<file path="src/design/blend_block_index_walker_macros.svh">
// ----------------------------------------------------------------------------
// Block index walker assertion macros
// Clocked assertion helpers shared by the walker modules. They expect the
// signals clk and arst_n in the module that uses them.
// ----------------------------------------------------------------------------
`ifndef BLEND_BLOCK_INDEX_WALKER_MACROS_SVH
`define BLEND_BLOCK_INDEX_WALKER_MACROS_SVH
`ifndef SYNTHESIS
// property must hold at every clock edge out of reset
`define BBIW_ASSERT(label, prop, msg) \
	label: assert property (@(posedge clk) disable iff (!arst_n) (prop)) else $error(msg);
// condition must never be true at a clock edge out of reset
`define BBIW_ASSERT_NEVER(label, cond, msg) \
	`BBIW_ASSERT(label, !(cond), msg)
`else
`define BBIW_ASSERT(label, prop, msg)
`define BBIW_ASSERT_NEVER(label, cond, msg)
`endif
`endif

</file>
<file path="src/design/bbiw_pkg.sv">
// ----------------------------------------------------------------------------
// Block index walker package
// Shared types and constants: walk phases, status codes, file magics and
// the result record that travels from the parser through the queue.
// ----------------------------------------------------------------------------
package bbiw_pkg;

	// byte offset counter width (16 to 64)
	localparam int OFFSET_BITS = 32;

	// result queue between parser and output side
	localparam int QUEUE_DEPTH = 4;
	localparam int QPTR_W      = $clog2(QUEUE_DEPTH);

	// walk phases
	typedef enum logic [1:0] {
		PH_HEADER,
		PH_BLOCK,
		PH_BODY,
		PH_DONE
	} phase_t;

	// final status codes
	localparam logic [2:0] ST_OK      = 3'd0;
	localparam logic [2:0] ST_ZSTD    = 3'd1;
	localparam logic [2:0] ST_GZIP    = 3'd2;
	localparam logic [2:0] ST_NO_SIG  = 3'd3;
	localparam logic [2:0] ST_NO_SDNA = 3'd4;

	// file header layout (positions within the 12-byte header)
	localparam logic [4:0] POS_GZIP_CHK = 5'd1;
	localparam logic [4:0] POS_ZSTD_CHK = 5'd3;
	localparam logic [4:0] POS_SIG_CHK  = 5'd6;
	localparam logic [4:0] POS_PTR      = 5'd7;
	localparam logic [4:0] POS_ORDER    = 5'd8;
	localparam logic [4:0] POS_VER0     = 5'd9;
	localparam logic [4:0] HDR_LAST_POS = 5'd11;

	// magics and marker characters, first byte in the low bits
	localparam logic [15:0] GZIP_MAGIC    = 16'h8B1F;
	localparam logic [31:0] ZSTD_MAGIC    = 32'hFD2FB528;
	localparam logic [55:0] SIG_WORD      = 56'h52_45_44_4E_45_4C_42;
	localparam logic [7:0]  PTR_WIDE_CHAR = 8'h2D;
	localparam logic [7:0]  BIG_END_CHAR  = 8'h56;
	localparam logic [31:0] CODE_ENDB     = 32'h42444E45;
	localparam logic [31:0] CODE_DNA1     = 32'h31414E44;

	// block header: size of the fixed part, without the pointer
	localparam logic [4:0] BLK_HDR_BASE = 5'd16;

	// one result item
	typedef struct packed {
		logic        record_valid;
		logic [31:0] block_code;
		logic [31:0] body_size;
		logic [63:0] old_address;
		logic [31:0] struct_number;
		logic [31:0] element_count;
		logic [31:0] body_start;
		logic        done_res;
		logic [2:0]  status;
		logic        wide_pointers;
		logic        big_endian;
		logic [23:0] version_chars;
	} bbiw_result_t;

endpackage

</file>
<file path="src/design/bbiw_byte_if.sv">
// ----------------------------------------------------------------------------
// Byte channel
// Valid/ready channel carrying one file byte per beat.
// ----------------------------------------------------------------------------
interface bbiw_byte_if;
	logic       valid;
	logic       ready;
	logic [7:0] data_byte;
	logic       last;

	modport source (output valid, output data_byte, output last, input ready);
	modport sink   (input valid, input data_byte, input last, output ready);
endinterface

</file>
<file path="src/design/bbiw_result_if.sv">
// ----------------------------------------------------------------------------
// Result channel
// Valid/ready channel carrying one block record or end-of-walk status per beat.
// ----------------------------------------------------------------------------
interface bbiw_result_if;
	logic        valid;
	logic        ready;
	logic        record_valid;
	logic [31:0] block_code;
	logic [31:0] body_size;
	logic [63:0] old_address;
	logic [31:0] struct_number;
	logic [31:0] element_count;
	logic [31:0] body_start;
	logic        done_res;
	logic [2:0]  status;
	logic        wide_pointers;
	logic        big_endian;
	logic [23:0] version_chars;

	modport source (
		output valid, input ready,
		output record_valid, output block_code, output body_size, output old_address,
		output struct_number, output element_count, output body_start,
		output done_res, output status, output wide_pointers, output big_endian,
		output version_chars
	);
	modport sink (
		input valid, output ready,
		input record_valid, input block_code, input body_size, input old_address,
		input struct_number, input element_count, input body_start,
		input done_res, input status, input wide_pointers, input big_endian,
		input version_chars
	);
endinterface

</file>
<file path="src/design/blend_block_index_walker.sv">
// ----------------------------------------------------------------------------
// Block index walker
// Walks a blend-style container file byte by byte and reports each block
// header as a record, with a final status when the walk ends.
// ----------------------------------------------------------------------------
// The walker takes one file byte per clock on in_ch and needs no warm-up
// after reset. Each byte is handled by the front end, which keeps the
// whole walk state in registers; a record or end status it produces is
// registered into a 4-entry queue and shows on out_ch once it is the head
// entry. in_ch.ready stays high as long as the queue has a free entry, so
// with out_ch.ready held high the sustained rate is one byte per cycle;
// only a stalled output side that lets the queue fill throttles the input.
// Write file_length through cfg_wr_en/cfg_wr_data while no file is in
// flight.

module blend_block_index_walker (
	input  logic          clk,
	input  logic          arst_n,
	input  logic          cfg_wr_en,
	input  logic [31:0]   cfg_wr_data,
	bbiw_byte_if.sink     in_ch,
	bbiw_result_if.source out_ch
);
	import bbiw_pkg::*;

	logic [31:0]  file_length_q;
	logic         q_full;
	logic         push;
	bbiw_result_t push_data;

	// file length register
	always_ff @(posedge clk or negedge arst_n) begin
		if (!arst_n) begin
			file_length_q <= '0;
		end else if (cfg_wr_en) begin
			file_length_q <= cfg_wr_data;
		end
	end

	// parser
	bbiw_front u_front (
		.clk         (clk),
		.arst_n      (arst_n),
		.file_length (file_length_q),
		.in_ch       (in_ch),
		.q_full      (q_full),
		.push        (push),
		.push_data   (push_data)
	);

	// result queue and output side
	bbiw_queue u_queue (
		.clk       (clk),
		.arst_n    (arst_n),
		.push      (push),
		.push_data (push_data),
		.full      (q_full),
		.out_ch    (out_ch)
	);

endmodule

</file>
<file path="src/design/bbiw_front.sv">
// ----------------------------------------------------------------------------
// Block index walker front end
// Takes one byte per beat, checks the file header, assembles block headers
// and pushes a record or end-of-walk status into the result queue.
// ----------------------------------------------------------------------------
`include "blend_block_index_walker_macros.svh"

module bbiw_front (
	input  logic                  clk,
	input  logic                  arst_n,
	input  logic [31:0]           file_length,
	bbiw_byte_if.sink             in_ch,
	input  logic                  q_full,
	output logic                  push,
	output bbiw_pkg::bbiw_result_t push_data
);
	import bbiw_pkg::*;

	// walk state
	phase_t                 phase_q;
	logic [4:0]             field_pos_q;
	logic [OFFSET_BITS-1:0] offset_q;
	logic [31:0]            body_rem_q;
	logic [31:0]            code_q;
	logic [31:0]            size_q;
	logic [63:0]            addr_q;
	logic [31:0]            index_q;
	logic [31:0]            count_q;
	logic                   ptr_wide_q;
	logic                   big_end_q;
	logic [23:0]            version_q;
	logic                   dna_seen_q;

	// step results
	phase_t                 phase_n;
	logic [4:0]             pos_n;
	logic [31:0]            rem_n;
	logic [31:0]            code_n;
	logic [31:0]            size_n;
	logic [63:0]            addr_n;
	logic [31:0]            index_n;
	logic [31:0]            count_n;
	logic                   ptr_n;
	logic                   end_n;
	logic [23:0]            ver_n;
	logic                   dna_n;
	logic                   ended;
	logic                   record;
	logic [2:0]             stat;
	logic                   clear_walk;

	// helpers
	logic                   beat;
	logic [7:0]             b;
	logic                   lst;
	logic [1:0]             lane;
	logic [2:0]             lane8;
	logic [1:0]             ver_lane;
	logic [OFFSET_BITS-1:0] offset_inc;
	logic [63:0]            hdr_bytes;
	logic                   gzip_hit;
	logic                   zstd_hit;
	logic                   sig_bad;
	logic [4:0]             ptr_end;
	logic [4:0]             idx_end;
	logic [4:0]             cnt_end;
	logic [4:0]             blk_last;
	logic                   blk_done;
	logic                   clr;
	logic [31:0]            code_b;
	logic [31:0]            size_b;
	logic [63:0]            addr_b;
	logic [31:0]            index_b;
	logic [31:0]            count_b;
	logic [31:0]            fields_code;
	logic [31:0]            fields_size;
	logic [63:0]            fields_addr;
	logic [31:0]            fields_index;
	logic [31:0]            fields_count;
	logic                   overrun;
	logic [31:0]            rem_dec;

	// 32-bit field byte insert, shifting in when big-endian
	function automatic logic [31:0] take32(input logic [31:0] v, input logic [7:0] bv,
			input logic [1:0] ln, input logic big);
		return big ? {v[23:0], bv} : (v | (32'(bv) << {ln, 3'b000}));
	endfunction

	assign in_ch.ready = !q_full;
	assign beat        = in_ch.valid && in_ch.ready;
	assign b           = in_ch.data_byte;
	assign lst         = in_ch.last;
	assign lane        = field_pos_q[1:0];
	assign lane8       = field_pos_q[2:0];
	assign ver_lane    = 2'(field_pos_q - POS_VER0);
	assign offset_inc  = offset_q + 1'b1;

	// file header bytes as known after this beat
	always_comb begin
		hdr_bytes = addr_q;
		for (int i = 0; i < 8; i++) begin
			if (field_pos_q[4:3] == 2'b00 && lane8 == 3'(i)) begin
				hdr_bytes[8*i +: 8] = b;
			end
		end
	end

	assign gzip_hit = field_pos_q == POS_GZIP_CHK && hdr_bytes[15:0] == GZIP_MAGIC;
	assign zstd_hit = field_pos_q == POS_ZSTD_CHK && hdr_bytes[31:0] == ZSTD_MAGIC;
	assign sig_bad  = field_pos_q == POS_SIG_CHK && hdr_bytes[55:0] != SIG_WORD;

	// block header field boundaries
	assign ptr_end  = ptr_wide_q ? 5'd16 : 5'd12;
	assign idx_end  = ptr_end + 5'd4;
	assign cnt_end  = ptr_end + 5'd8;
	assign blk_last = ptr_end + BLK_HDR_BASE - 5'd9;
	assign blk_done = field_pos_q == blk_last;
	assign clr      = field_pos_q == 5'd0;

	assign code_b  = clr ? '0 : code_q;
	assign size_b  = clr ? '0 : size_q;
	assign addr_b  = clr ? '0 : addr_q;
	assign index_b = clr ? '0 : index_q;
	assign count_b = clr ? '0 : count_q;

	// block header field assembly
	always_comb begin
		fields_code  = code_b;
		fields_size  = size_b;
		fields_addr  = addr_b;
		fields_index = index_b;
		fields_count = count_b;
		if (field_pos_q < 5'd4) begin
			fields_code = code_b | (32'(b) << {lane, 3'b000});
		end else if (field_pos_q < 5'd8) begin
			fields_size = take32(size_b, b, lane, big_end_q);
		end else if (field_pos_q < ptr_end) begin
			fields_addr = big_end_q ? {addr_b[55:0], b} : (addr_b | (64'(b) << {lane8, 3'b000}));
		end else if (field_pos_q < idx_end) begin
			fields_index = take32(index_b, b, lane, big_end_q);
		end else if (field_pos_q < cnt_end) begin
			fields_count = take32(count_b, b, lane, big_end_q);
		end
	end

	// body must end within the configured file length
	assign overrun = fields_size > file_length ||
		64'(offset_inc) > 64'(file_length - fields_size);
	assign rem_dec = (body_rem_q != 32'd0) ? body_rem_q - 32'd1 : body_rem_q;

	// per-beat walk step
	always_comb begin
		phase_n = phase_q;
		pos_n   = field_pos_q;
		rem_n   = body_rem_q;
		code_n  = code_q;
		size_n  = size_q;
		addr_n  = addr_q;
		index_n = index_q;
		count_n = count_q;
		ptr_n   = ptr_wide_q;
		end_n   = big_end_q;
		ver_n   = version_q;
		dna_n   = dna_seen_q;
		ended   = 1'b0;
		record  = 1'b0;
		stat    = ST_OK;
		case (phase_q)
			PH_HEADER: begin
				addr_n = hdr_bytes;
				if (gzip_hit) begin
					ended = 1'b1;
					stat  = ST_GZIP;
				end else if (zstd_hit) begin
					ended = 1'b1;
					stat  = ST_ZSTD;
				end else if (sig_bad) begin
					ended = 1'b1;
					stat  = ST_NO_SIG;
				end
				if (!ended) begin
					if (field_pos_q == POS_PTR) begin
						ptr_n = b == PTR_WIDE_CHAR;
					end else if (field_pos_q == POS_ORDER) begin
						end_n = b == BIG_END_CHAR;
					end else if (field_pos_q >= POS_VER0 && field_pos_q <= HDR_LAST_POS) begin
						ver_n = version_q | (24'(b) << {ver_lane, 3'b000});
					end
					if (field_pos_q >= HDR_LAST_POS) begin
						phase_n = PH_BLOCK;
						pos_n   = 5'd0;
						if (lst) begin
							ended = 1'b1;
							stat  = dna_seen_q ? ST_OK : ST_NO_SDNA;
						end
					end else begin
						pos_n = field_pos_q + 5'd1;
						if (lst) begin
							ended = 1'b1;
							stat  = ST_NO_SIG;
						end
					end
				end
			end
			PH_BLOCK: begin
				code_n  = fields_code;
				size_n  = fields_size;
				addr_n  = fields_addr;
				index_n = fields_index;
				count_n = fields_count;
				if (blk_done) begin
					pos_n = 5'd0;
					if (overrun) begin
						ended = 1'b1;
						stat  = dna_seen_q ? ST_OK : ST_NO_SDNA;
					end else begin
						record = 1'b1;
						if (fields_code == CODE_ENDB) begin
							ended = 1'b1;
						end else begin
							if (fields_code == CODE_DNA1) begin
								dna_n = 1'b1;
							end
							if (fields_size != 32'd0) begin
								phase_n = PH_BODY;
								rem_n   = fields_size;
							end
							ended = lst;
						end
						stat = dna_n ? ST_OK : ST_NO_SDNA;
					end
				end else begin
					pos_n = field_pos_q + 5'd1;
					if (lst) begin
						ended = 1'b1;
						stat  = dna_seen_q ? ST_OK : ST_NO_SDNA;
					end
				end
			end
			PH_BODY: begin
				rem_n = rem_dec;
				if (rem_dec == 32'd0) begin
					phase_n = PH_BLOCK;
					pos_n   = 5'd0;
				end
				if (lst) begin
					ended = 1'b1;
					stat  = dna_seen_q ? ST_OK : ST_NO_SDNA;
				end
			end
			PH_DONE: begin
				phase_n = PH_DONE;
			end
			default: begin
				phase_n = PH_HEADER;
			end
		endcase
		if (ended) begin
			phase_n = PH_DONE;
		end
	end

	// a walk that ends on the last byte, or a swallowed last byte, re-arms
	assign clear_walk = lst && (ended || phase_q == PH_DONE);

	// result item
	always_comb begin
		push_data               = '0;
		push_data.wide_pointers = ptr_n;
		push_data.big_endian    = end_n;
		push_data.version_chars = ver_n;
		if (record) begin
			push_data.record_valid  = 1'b1;
			push_data.block_code    = fields_code;
			push_data.body_size     = fields_size;
			push_data.old_address   = fields_addr;
			push_data.struct_number = fields_index;
			push_data.element_count = fields_count;
			push_data.body_start    = 32'(offset_inc);
		end
		if (ended) begin
			push_data.done_res = 1'b1;
			push_data.status   = stat;
		end
	end

	assign push = beat && (ended || record);

	// walk state registers
	always_ff @(posedge clk or negedge arst_n) begin
		if (!arst_n) begin
			phase_q     <= PH_HEADER;
			field_pos_q <= '0;
			offset_q    <= '0;
			body_rem_q  <= '0;
			code_q      <= '0;
			size_q      <= '0;
			addr_q      <= '0;
			index_q     <= '0;
			count_q     <= '0;
			ptr_wide_q  <= 1'b0;
			big_end_q   <= 1'b0;
			version_q   <= '0;
			dna_seen_q  <= 1'b0;
		end else if (beat) begin
			if (clear_walk) begin
				phase_q     <= PH_HEADER;
				field_pos_q <= '0;
				offset_q    <= '0;
				body_rem_q  <= '0;
				code_q      <= '0;
				size_q      <= '0;
				addr_q      <= '0;
				index_q     <= '0;
				count_q     <= '0;
				ptr_wide_q  <= 1'b0;
				big_end_q   <= 1'b0;
				version_q   <= '0;
				dna_seen_q  <= 1'b0;
			end else begin
				phase_q     <= phase_n;
				field_pos_q <= pos_n;
				if (phase_q != PH_DONE) begin
					offset_q <= offset_inc;
				end
				body_rem_q  <= rem_n;
				code_q      <= code_n;
				size_q      <= size_n;
				addr_q      <= addr_n;
				index_q     <= index_n;
				count_q     <= count_n;
				ptr_wide_q  <= ptr_n;
				big_end_q   <= end_n;
				version_q   <= ver_n;
				dna_seen_q  <= dna_n;
			end
		end
	end

	// checks
	`BBIW_ASSERT(a_body_end_to_block, beat && phase_q == PH_BODY && body_rem_q == 32'd1 && !in_ch.last |=> phase_q == PH_BLOCK && field_pos_q == 5'd0, "body end did not return to block header")
	`BBIW_ASSERT(a_end_leaves_walk, push && push_data.done_res |=> phase_q == PH_DONE || phase_q == PH_HEADER, "walk continued after its end")
	`BBIW_ASSERT(a_offset_step, beat && phase_q != PH_DONE && !in_ch.last |=> offset_q == OFFSET_BITS'($past(offset_q) + 1'b1), "byte offset did not advance by one")
	`BBIW_ASSERT_NEVER(a_record_outside_block, push && push_data.record_valid && phase_q != PH_BLOCK, "record pushed outside block header phase")

endmodule

</file>
<file path="src/design/bbiw_queue.sv">
// ----------------------------------------------------------------------------
// Block index walker result queue
// Short FIFO between the parser and the output channel so each side can
// stall on its own; the head entry drives the output channel.
// ----------------------------------------------------------------------------
`include "blend_block_index_walker_macros.svh"

module bbiw_queue (
	input  logic                   clk,
	input  logic                   arst_n,
	input  logic                   push,
	input  bbiw_pkg::bbiw_result_t push_data,
	output logic                   full,
	bbiw_result_if.source          out_ch
);
	import bbiw_pkg::*;

	bbiw_result_t      entry_q [QUEUE_DEPTH];
	logic [QPTR_W-1:0] wr_ptr_q;
	logic [QPTR_W-1:0] rd_ptr_q;
	logic [QPTR_W:0]   count_q;
	logic              pop;
	bbiw_result_t      head;

	assign full  = count_q == (QPTR_W+1)'(QUEUE_DEPTH);
	assign pop   = out_ch.valid && out_ch.ready;
	assign head  = entry_q[rd_ptr_q];

	// head entry onto the channel
	assign out_ch.valid         = count_q != '0;
	assign out_ch.record_valid  = head.record_valid;
	assign out_ch.block_code    = head.block_code;
	assign out_ch.body_size     = head.body_size;
	assign out_ch.old_address   = head.old_address;
	assign out_ch.struct_number = head.struct_number;
	assign out_ch.element_count = head.element_count;
	assign out_ch.body_start    = head.body_start;
	assign out_ch.done_res      = head.done_res;
	assign out_ch.status        = head.status;
	assign out_ch.wide_pointers = head.wide_pointers;
	assign out_ch.big_endian    = head.big_endian;
	assign out_ch.version_chars = head.version_chars;

	// storage
	always_ff @(posedge clk) begin
		if (push) begin
			entry_q[wr_ptr_q] <= push_data;
		end
	end

	// pointers and fill level
	always_ff @(posedge clk or negedge arst_n) begin
		if (!arst_n) begin
			wr_ptr_q <= '0;
			rd_ptr_q <= '0;
			count_q  <= '0;
		end else begin
			if (push) begin
				wr_ptr_q <= wr_ptr_q + 1'b1;
			end
			if (pop) begin
				rd_ptr_q <= rd_ptr_q + 1'b1;
			end
			if (push && !pop) begin
				count_q <= count_q + 1'b1;
			end else if (pop && !push) begin
				count_q <= count_q - 1'b1;
			end
		end
	end

	// checks
	`BBIW_ASSERT_NEVER(a_no_overflow, push && full, "push into a full queue")
	`BBIW_ASSERT(a_fill_up, push && !pop |=> count_q == (QPTR_W+1)'($past(count_q) + 1'b1), "fill level missed a push")
	`BBIW_ASSERT(a_fill_down, pop && !push |=> count_q == (QPTR_W+1)'($past(count_q) - 1'b1), "fill level missed a pop")

endmodule

</file>
<file path="src/flat_wrapper.sv">
// flat-port wrapper written by rule: the top's interface ports become plain ports
module blend_block_index_walker_flat import bbiw_pkg::*;
  (clk, arst_n, cfg_wr_en, cfg_wr_data, in_ch_valid, in_ch_data_byte, in_ch_last, in_ch_ready, out_ch_valid, out_ch_ready, out_ch_record_valid, out_ch_block_code, out_ch_body_size, out_ch_old_address, out_ch_struct_number, out_ch_element_count, out_ch_body_start, out_ch_done_res, out_ch_status, out_ch_wide_pointers, out_ch_big_endian, out_ch_version_chars);
  bbiw_byte_if in_ch_i ();
  bbiw_result_if out_ch_i ();
  input  logic clk;
  input  logic arst_n;
  input  logic cfg_wr_en;
  input  logic [31:0] cfg_wr_data;
  input wire logic [$bits(in_ch_i.valid)-1:0] in_ch_valid;
  input wire logic [$bits(in_ch_i.data_byte)-1:0] in_ch_data_byte;
  input wire logic [$bits(in_ch_i.last)-1:0] in_ch_last;
  output wire logic [$bits(in_ch_i.ready)-1:0] in_ch_ready;
  output wire logic [$bits(out_ch_i.valid)-1:0] out_ch_valid;
  input wire logic [$bits(out_ch_i.ready)-1:0] out_ch_ready;
  output wire logic [$bits(out_ch_i.record_valid)-1:0] out_ch_record_valid;
  output wire logic [$bits(out_ch_i.block_code)-1:0] out_ch_block_code;
  output wire logic [$bits(out_ch_i.body_size)-1:0] out_ch_body_size;
  output wire logic [$bits(out_ch_i.old_address)-1:0] out_ch_old_address;
  output wire logic [$bits(out_ch_i.struct_number)-1:0] out_ch_struct_number;
  output wire logic [$bits(out_ch_i.element_count)-1:0] out_ch_element_count;
  output wire logic [$bits(out_ch_i.body_start)-1:0] out_ch_body_start;
  output wire logic [$bits(out_ch_i.done_res)-1:0] out_ch_done_res;
  output wire logic [$bits(out_ch_i.status)-1:0] out_ch_status;
  output wire logic [$bits(out_ch_i.wide_pointers)-1:0] out_ch_wide_pointers;
  output wire logic [$bits(out_ch_i.big_endian)-1:0] out_ch_big_endian;
  output wire logic [$bits(out_ch_i.version_chars)-1:0] out_ch_version_chars;
  assign in_ch_i.valid = in_ch_valid;
  assign in_ch_i.data_byte = in_ch_data_byte;
  assign in_ch_i.last = in_ch_last;
  assign in_ch_ready = in_ch_i.ready;
  assign out_ch_valid = out_ch_i.valid;
  assign out_ch_i.ready = out_ch_ready;
  assign out_ch_record_valid = out_ch_i.record_valid;
  assign out_ch_block_code = out_ch_i.block_code;
  assign out_ch_body_size = out_ch_i.body_size;
  assign out_ch_old_address = out_ch_i.old_address;
  assign out_ch_struct_number = out_ch_i.struct_number;
  assign out_ch_element_count = out_ch_i.element_count;
  assign out_ch_body_start = out_ch_i.body_start;
  assign out_ch_done_res = out_ch_i.done_res;
  assign out_ch_status = out_ch_i.status;
  assign out_ch_wide_pointers = out_ch_i.wide_pointers;
  assign out_ch_big_endian = out_ch_i.big_endian;
  assign out_ch_version_chars = out_ch_i.version_chars;
  blend_block_index_walker u_core (.clk(clk), .arst_n(arst_n), .cfg_wr_en(cfg_wr_en), .cfg_wr_data(cfg_wr_data), .in_ch(in_ch_i), .out_ch(out_ch_i));
endmodule
</file>
<file path="config.mk">
export PLATFORM = sky130hd
export DESIGN_NAME = blend_block_index_walker_flat
export DESIGN_NICKNAME = d
export VERILOG_FILES = /design/src/design/bbiw_pkg.sv /design/src/design/bbiw_byte_if.sv /design/src/design/bbiw_result_if.sv /design/src/design/blend_block_index_walker.sv /design/src/design/bbiw_front.sv /design/src/design/bbiw_queue.sv /design/src/flat_wrapper.sv
export VERILOG_INCLUDE_DIRS = /design/src /design/src/design
export SDC_FILE = /design/constraint.sdc
export NUM_CORES = 2
export LEC_CHECK = 0
export BUFFER_PORTS_ARGS = -buffer_cell sky130_fd_sc_hd__buf_4
export CORE_UTILIZATION = 45
export DETAILED_ROUTE_END_ITERATION = 12
export MAX_ROUTING_LAYER = met4
export SYNTH_ARGS = -nofsm -noshare
export SYNTH_HDL_FRONTEND = slang
export SYNTH_SLANG_ARGS = --single-unit
</file>
<file path="constraint.sdc">
create_clock -name clk -period 11.9 [get_ports clk]
set_input_delay 0.595 -clock clk [delete_from_list [all_inputs] [get_ports clk]]
set_output_delay 0.595 -clock clk [all_outputs]
set_load 0.02 [all_outputs]
</file>
==> flow_summary.toml <==
[logic_synthesis]
netlist_area_sq_um = 61900
synthCells = 4610
avgSynthCellArea_sq_um = 13.4
synth_top_cell_by_area = "edfxtp_1"
yosys-top-cells-area = "edfxtp_1 (49%), dfrtp_1 (13%), mux4_2 (9.3%), nor2_1 (3.0%), o21ai_0 (2.8%)"
ys_ff_latch = 1349
synthesis.nets = 4745
ys_warn_count = 0
synth_top_cell_area_share_pct = 49.5
ys_async_sr_fraction_pct = 24.4
synth-edff-count = 1020
ys.flop_type = "edfxtp_1"
synth_cell_types = 102
synth_seq_area_share_pct = 62.8

[job]
maxCapViolCount = 0

[floorplan]
die_y_microns = 373
start_util_pct = 45.5
coreArea_sq_um = 136000
die_w_microns = 373
dieArea_sq_um = 139000
rows = 135
io_pins = 303

[timing]
post-route-period-util_pct = 84.7
rsz0062_at_grt = "false"
max_freq_mhz = 99.2
slew_violations = 0
final_hold_viol_count = 0
hold_slack_ns = 0.0522
relSlewSlack_pct = 10.4
final-setup-viol-count = 0
fin_crit_ns = 10.08
tightest_slew_ns = 1.33
skew_ns = 0.0318
setup-tns-final_ns = 0

[final_layout]
fin_nets = 4979
final_cells = 6751
multiInputGateArea_sq_um = 21500
nFillCells = 11384
synthToLayoutAreaGrowth_pct = 15.2
seq_area_sq_um = 38900
drive_gt1_share_pct = 20.1
final_core_util_pct = 52.4

[min_path]
holdPathEnd = "u_core.file_length_q[30]$_DFFE_PN0P_"
hp-class = "input pin to flip-flop"
hold_depth = 2
min_from = "cfg_wr_data[30]"

[power]
p_leak_nw = 25.3
power.density_nw_per_um2 = 241
power_w = 0.0172
vdd_ir_drop_max_mv = 0.274

[setup_path]
worstPathArrival_ns = 10.50
r2r_cells = 29
worst-endpoint-required_ns = 12.32
slowest_delay_ns = 1.00
cpMaxStageDelayCell = "dfrtp_1"
r2r_start = "u_core.u_front.field_pos_q[1]$_DFFE_PN0P_"
crit_fanout = 69
critical_path_class = "flip-flop to flip-flop"
worstReg2RegEnd = "u_core.u_queue.entry_q[0][141]$_DFFE_PP_"
r2r_setup_slack_ns = 1.82
start_kind = "flip-flop"
crit_top_cell = "ha_1"
end_kind = "flip-flop"

[placed_design]
io_buffers = 302
hpwlAfterDp_microns = 119000
dpl.cell_count = 6453
place_congestion = 0.947

[cts]
cts-hold-fix-buffers = 24
cts.sink_count = 1349
post_cts_buffers = 0
post_cts_resized = 0
cts_inserted_buffers = 146
cts_tree = "yes"
clock_latency_ns = 0.81
cts_max_path_buffers = 3
cts_root_buf = "clkbuf_16"
clk_pin_slew_worst_paths_ns = 0.06
htreeDepth = 4

[global_routing]
first_global_vias = 40423
antenna_found_initial = 3
grt_overflow = 0
gr-usage-all-layers_pct = 27.1
grt_pass1_wl_microns = 274000
grt_max_degree = 186

[drt]
firstDrtPassIters = 6
remaining_drc_errors = 0
via_per_inst = 6.19
dr.first_iter.drc_count = 5040
wl_per_cell_microns = 27.4
ant_nets = 0
wl_microns = 185000
dr_total_vias = 41766

[outcome]
status = "finished, final reports clean"
-- final cells by class --
| type | count | share of cell area, % |
|---|---|---|
| sequential | 1349 | 54.6 |
| timing repair buffer | 421 | 4.79 |
| clock inverter | 76 | 1.32 |
| tap | 1781 | 3.13 |
| clock buffer | 195 | 5.56 |
| multi-input combinational | 2836 | 30.2 |
| inverter | 90 | 0.474 |
| antenna | 3 | 0.0105 |
-- metrics by stage --
stage / cell area, sq um / worst slack, ns
detailed placement: 66100 / 2.06
CTS: 71300 / 2.02
floorplan: 61900 / 2.04
finish: 71300 / 1.82
global placement: 66100 / 2.31
global route: 71300 / 1.08
-- cell families after synthesis --
logic type	synth area share, %
muxes	11.1
DFF	62.8
buffers and inverters	2.71
and+or+nand+nor	9.38
xor gates and xnor gates	0.962
AOI/OAI and AO/OA	11.2
adders and majority gates	1.87
-- state kept, by name, summed over array words and instances (netlist names), 3 cells and up --
signal / flops
u_core.u_front.offset_q: 32
u_core.u_front.code_q: 32
u_core.u_queue.count_q: 3
u_core.u_front.addr_q: 64
u_core.u_queue.entry_q: 1020
u_core.file_length_q: 32
u_core.u_front.size_q: 32
u_core.u_front.version_q: 24
u_core.u_front.body_rem_q: 32
u_core.u_front.field_pos_q: 5
u_core.u_front.count_q: 32
u_core.u_front.index_q: 32
-- power breakdown --
| group | total (W) | switching, W | internal (W) |
|---|---|---|---|
| Clock | 0.00463 | 0.00194 | 0.00270 |
| Sequential | 0.00580 | 0.000320 | 0.00548 |
| Combinational | 0.00672 | 0.00426 | 0.00246 |
-- Yosys cell counts, drive strengths merged (56+ instances only) --
cell / number
nor3: 64
a21oi: 195
mux2: 58
nor2: 494
a21o: 56
mux4: 255
dfrtp: 329
a22oi: 159
nand2: 354
inv: 86
edfxtp: 1020
o21ai: 353
buf: 81
ha: 87
nand3: 70
clkbuf: 254
-- routing by layer --
| metal | wire, microns | track usage, % | vias to the layer above |
|---|---|---|---|
| met5 | 0 | - | - |
| met4 | 6190 | 9.50 | 0 |
| met3 | 14700 | 4.87 | 323 |
| met2 | 85900 | 40.3 | 1983 |
| met1 | 78000 | 37.5 | 21285 |
| li1 | - | - | 18175 |
-- how the worst max path moves through the flow --
stage,startpoint,endpoint,slack [ns],depth (start not counted)
after global routing,u_core.u_front.field_pos_q[1]$_DFFE_PN0P_,u_core.u_queue.entry_q[0][141]$_DFFE_PP_,1.08,29
after floorplan,u_core.u_front.field_pos_q[0]$_DFFE_PN0P_,u_core.u_queue.entry_q[0][0]$_DFFE_PP_,2.04,31
after detailed placement,u_core.u_front.field_pos_q[1]$_DFFE_PN0P_,u_core.u_queue.entry_q[0][137]$_DFFE_PP_,2.06,28
after CTS,u_core.u_front.field_pos_q[1]$_DFFE_PN0P_,u_core.u_queue.entry_q[0][141]$_DFFE_PP_,2.02,28
final,u_core.u_front.field_pos_q[1]$_DFFE_PN0P_,u_core.u_queue.entry_q[0][141]$_DFFE_PP_,1.82,29
after global placement,u_core.u_front.field_pos_q[1]$_DFFE_PN0P_,u_core.u_queue.entry_q[0][129]$_DFFE_PP_,2.31,28
-- layout by cell type, fill, tap and decap left out, drive strengths merged, types with 159 or more instances in the layout --
cell and n:
edfxtp 1020, nand2 354, a22oi 159, clkbuf 195, mux4 255, o21ai 353, buf 397, nor2 494
a21oi 195, dfrtp 329
-- worst max-delay path, delay by kind of cell (launching register included) --
family / cells / cell delay, ns
compound gates: 16 / 4.02
fa+ha+maj: 3 / 0.99
buf+inv: 3 / 1.12
flops: 1 / 1.00
simple gates: 7 / 2.35
Power figures use the tool's default switching activity.
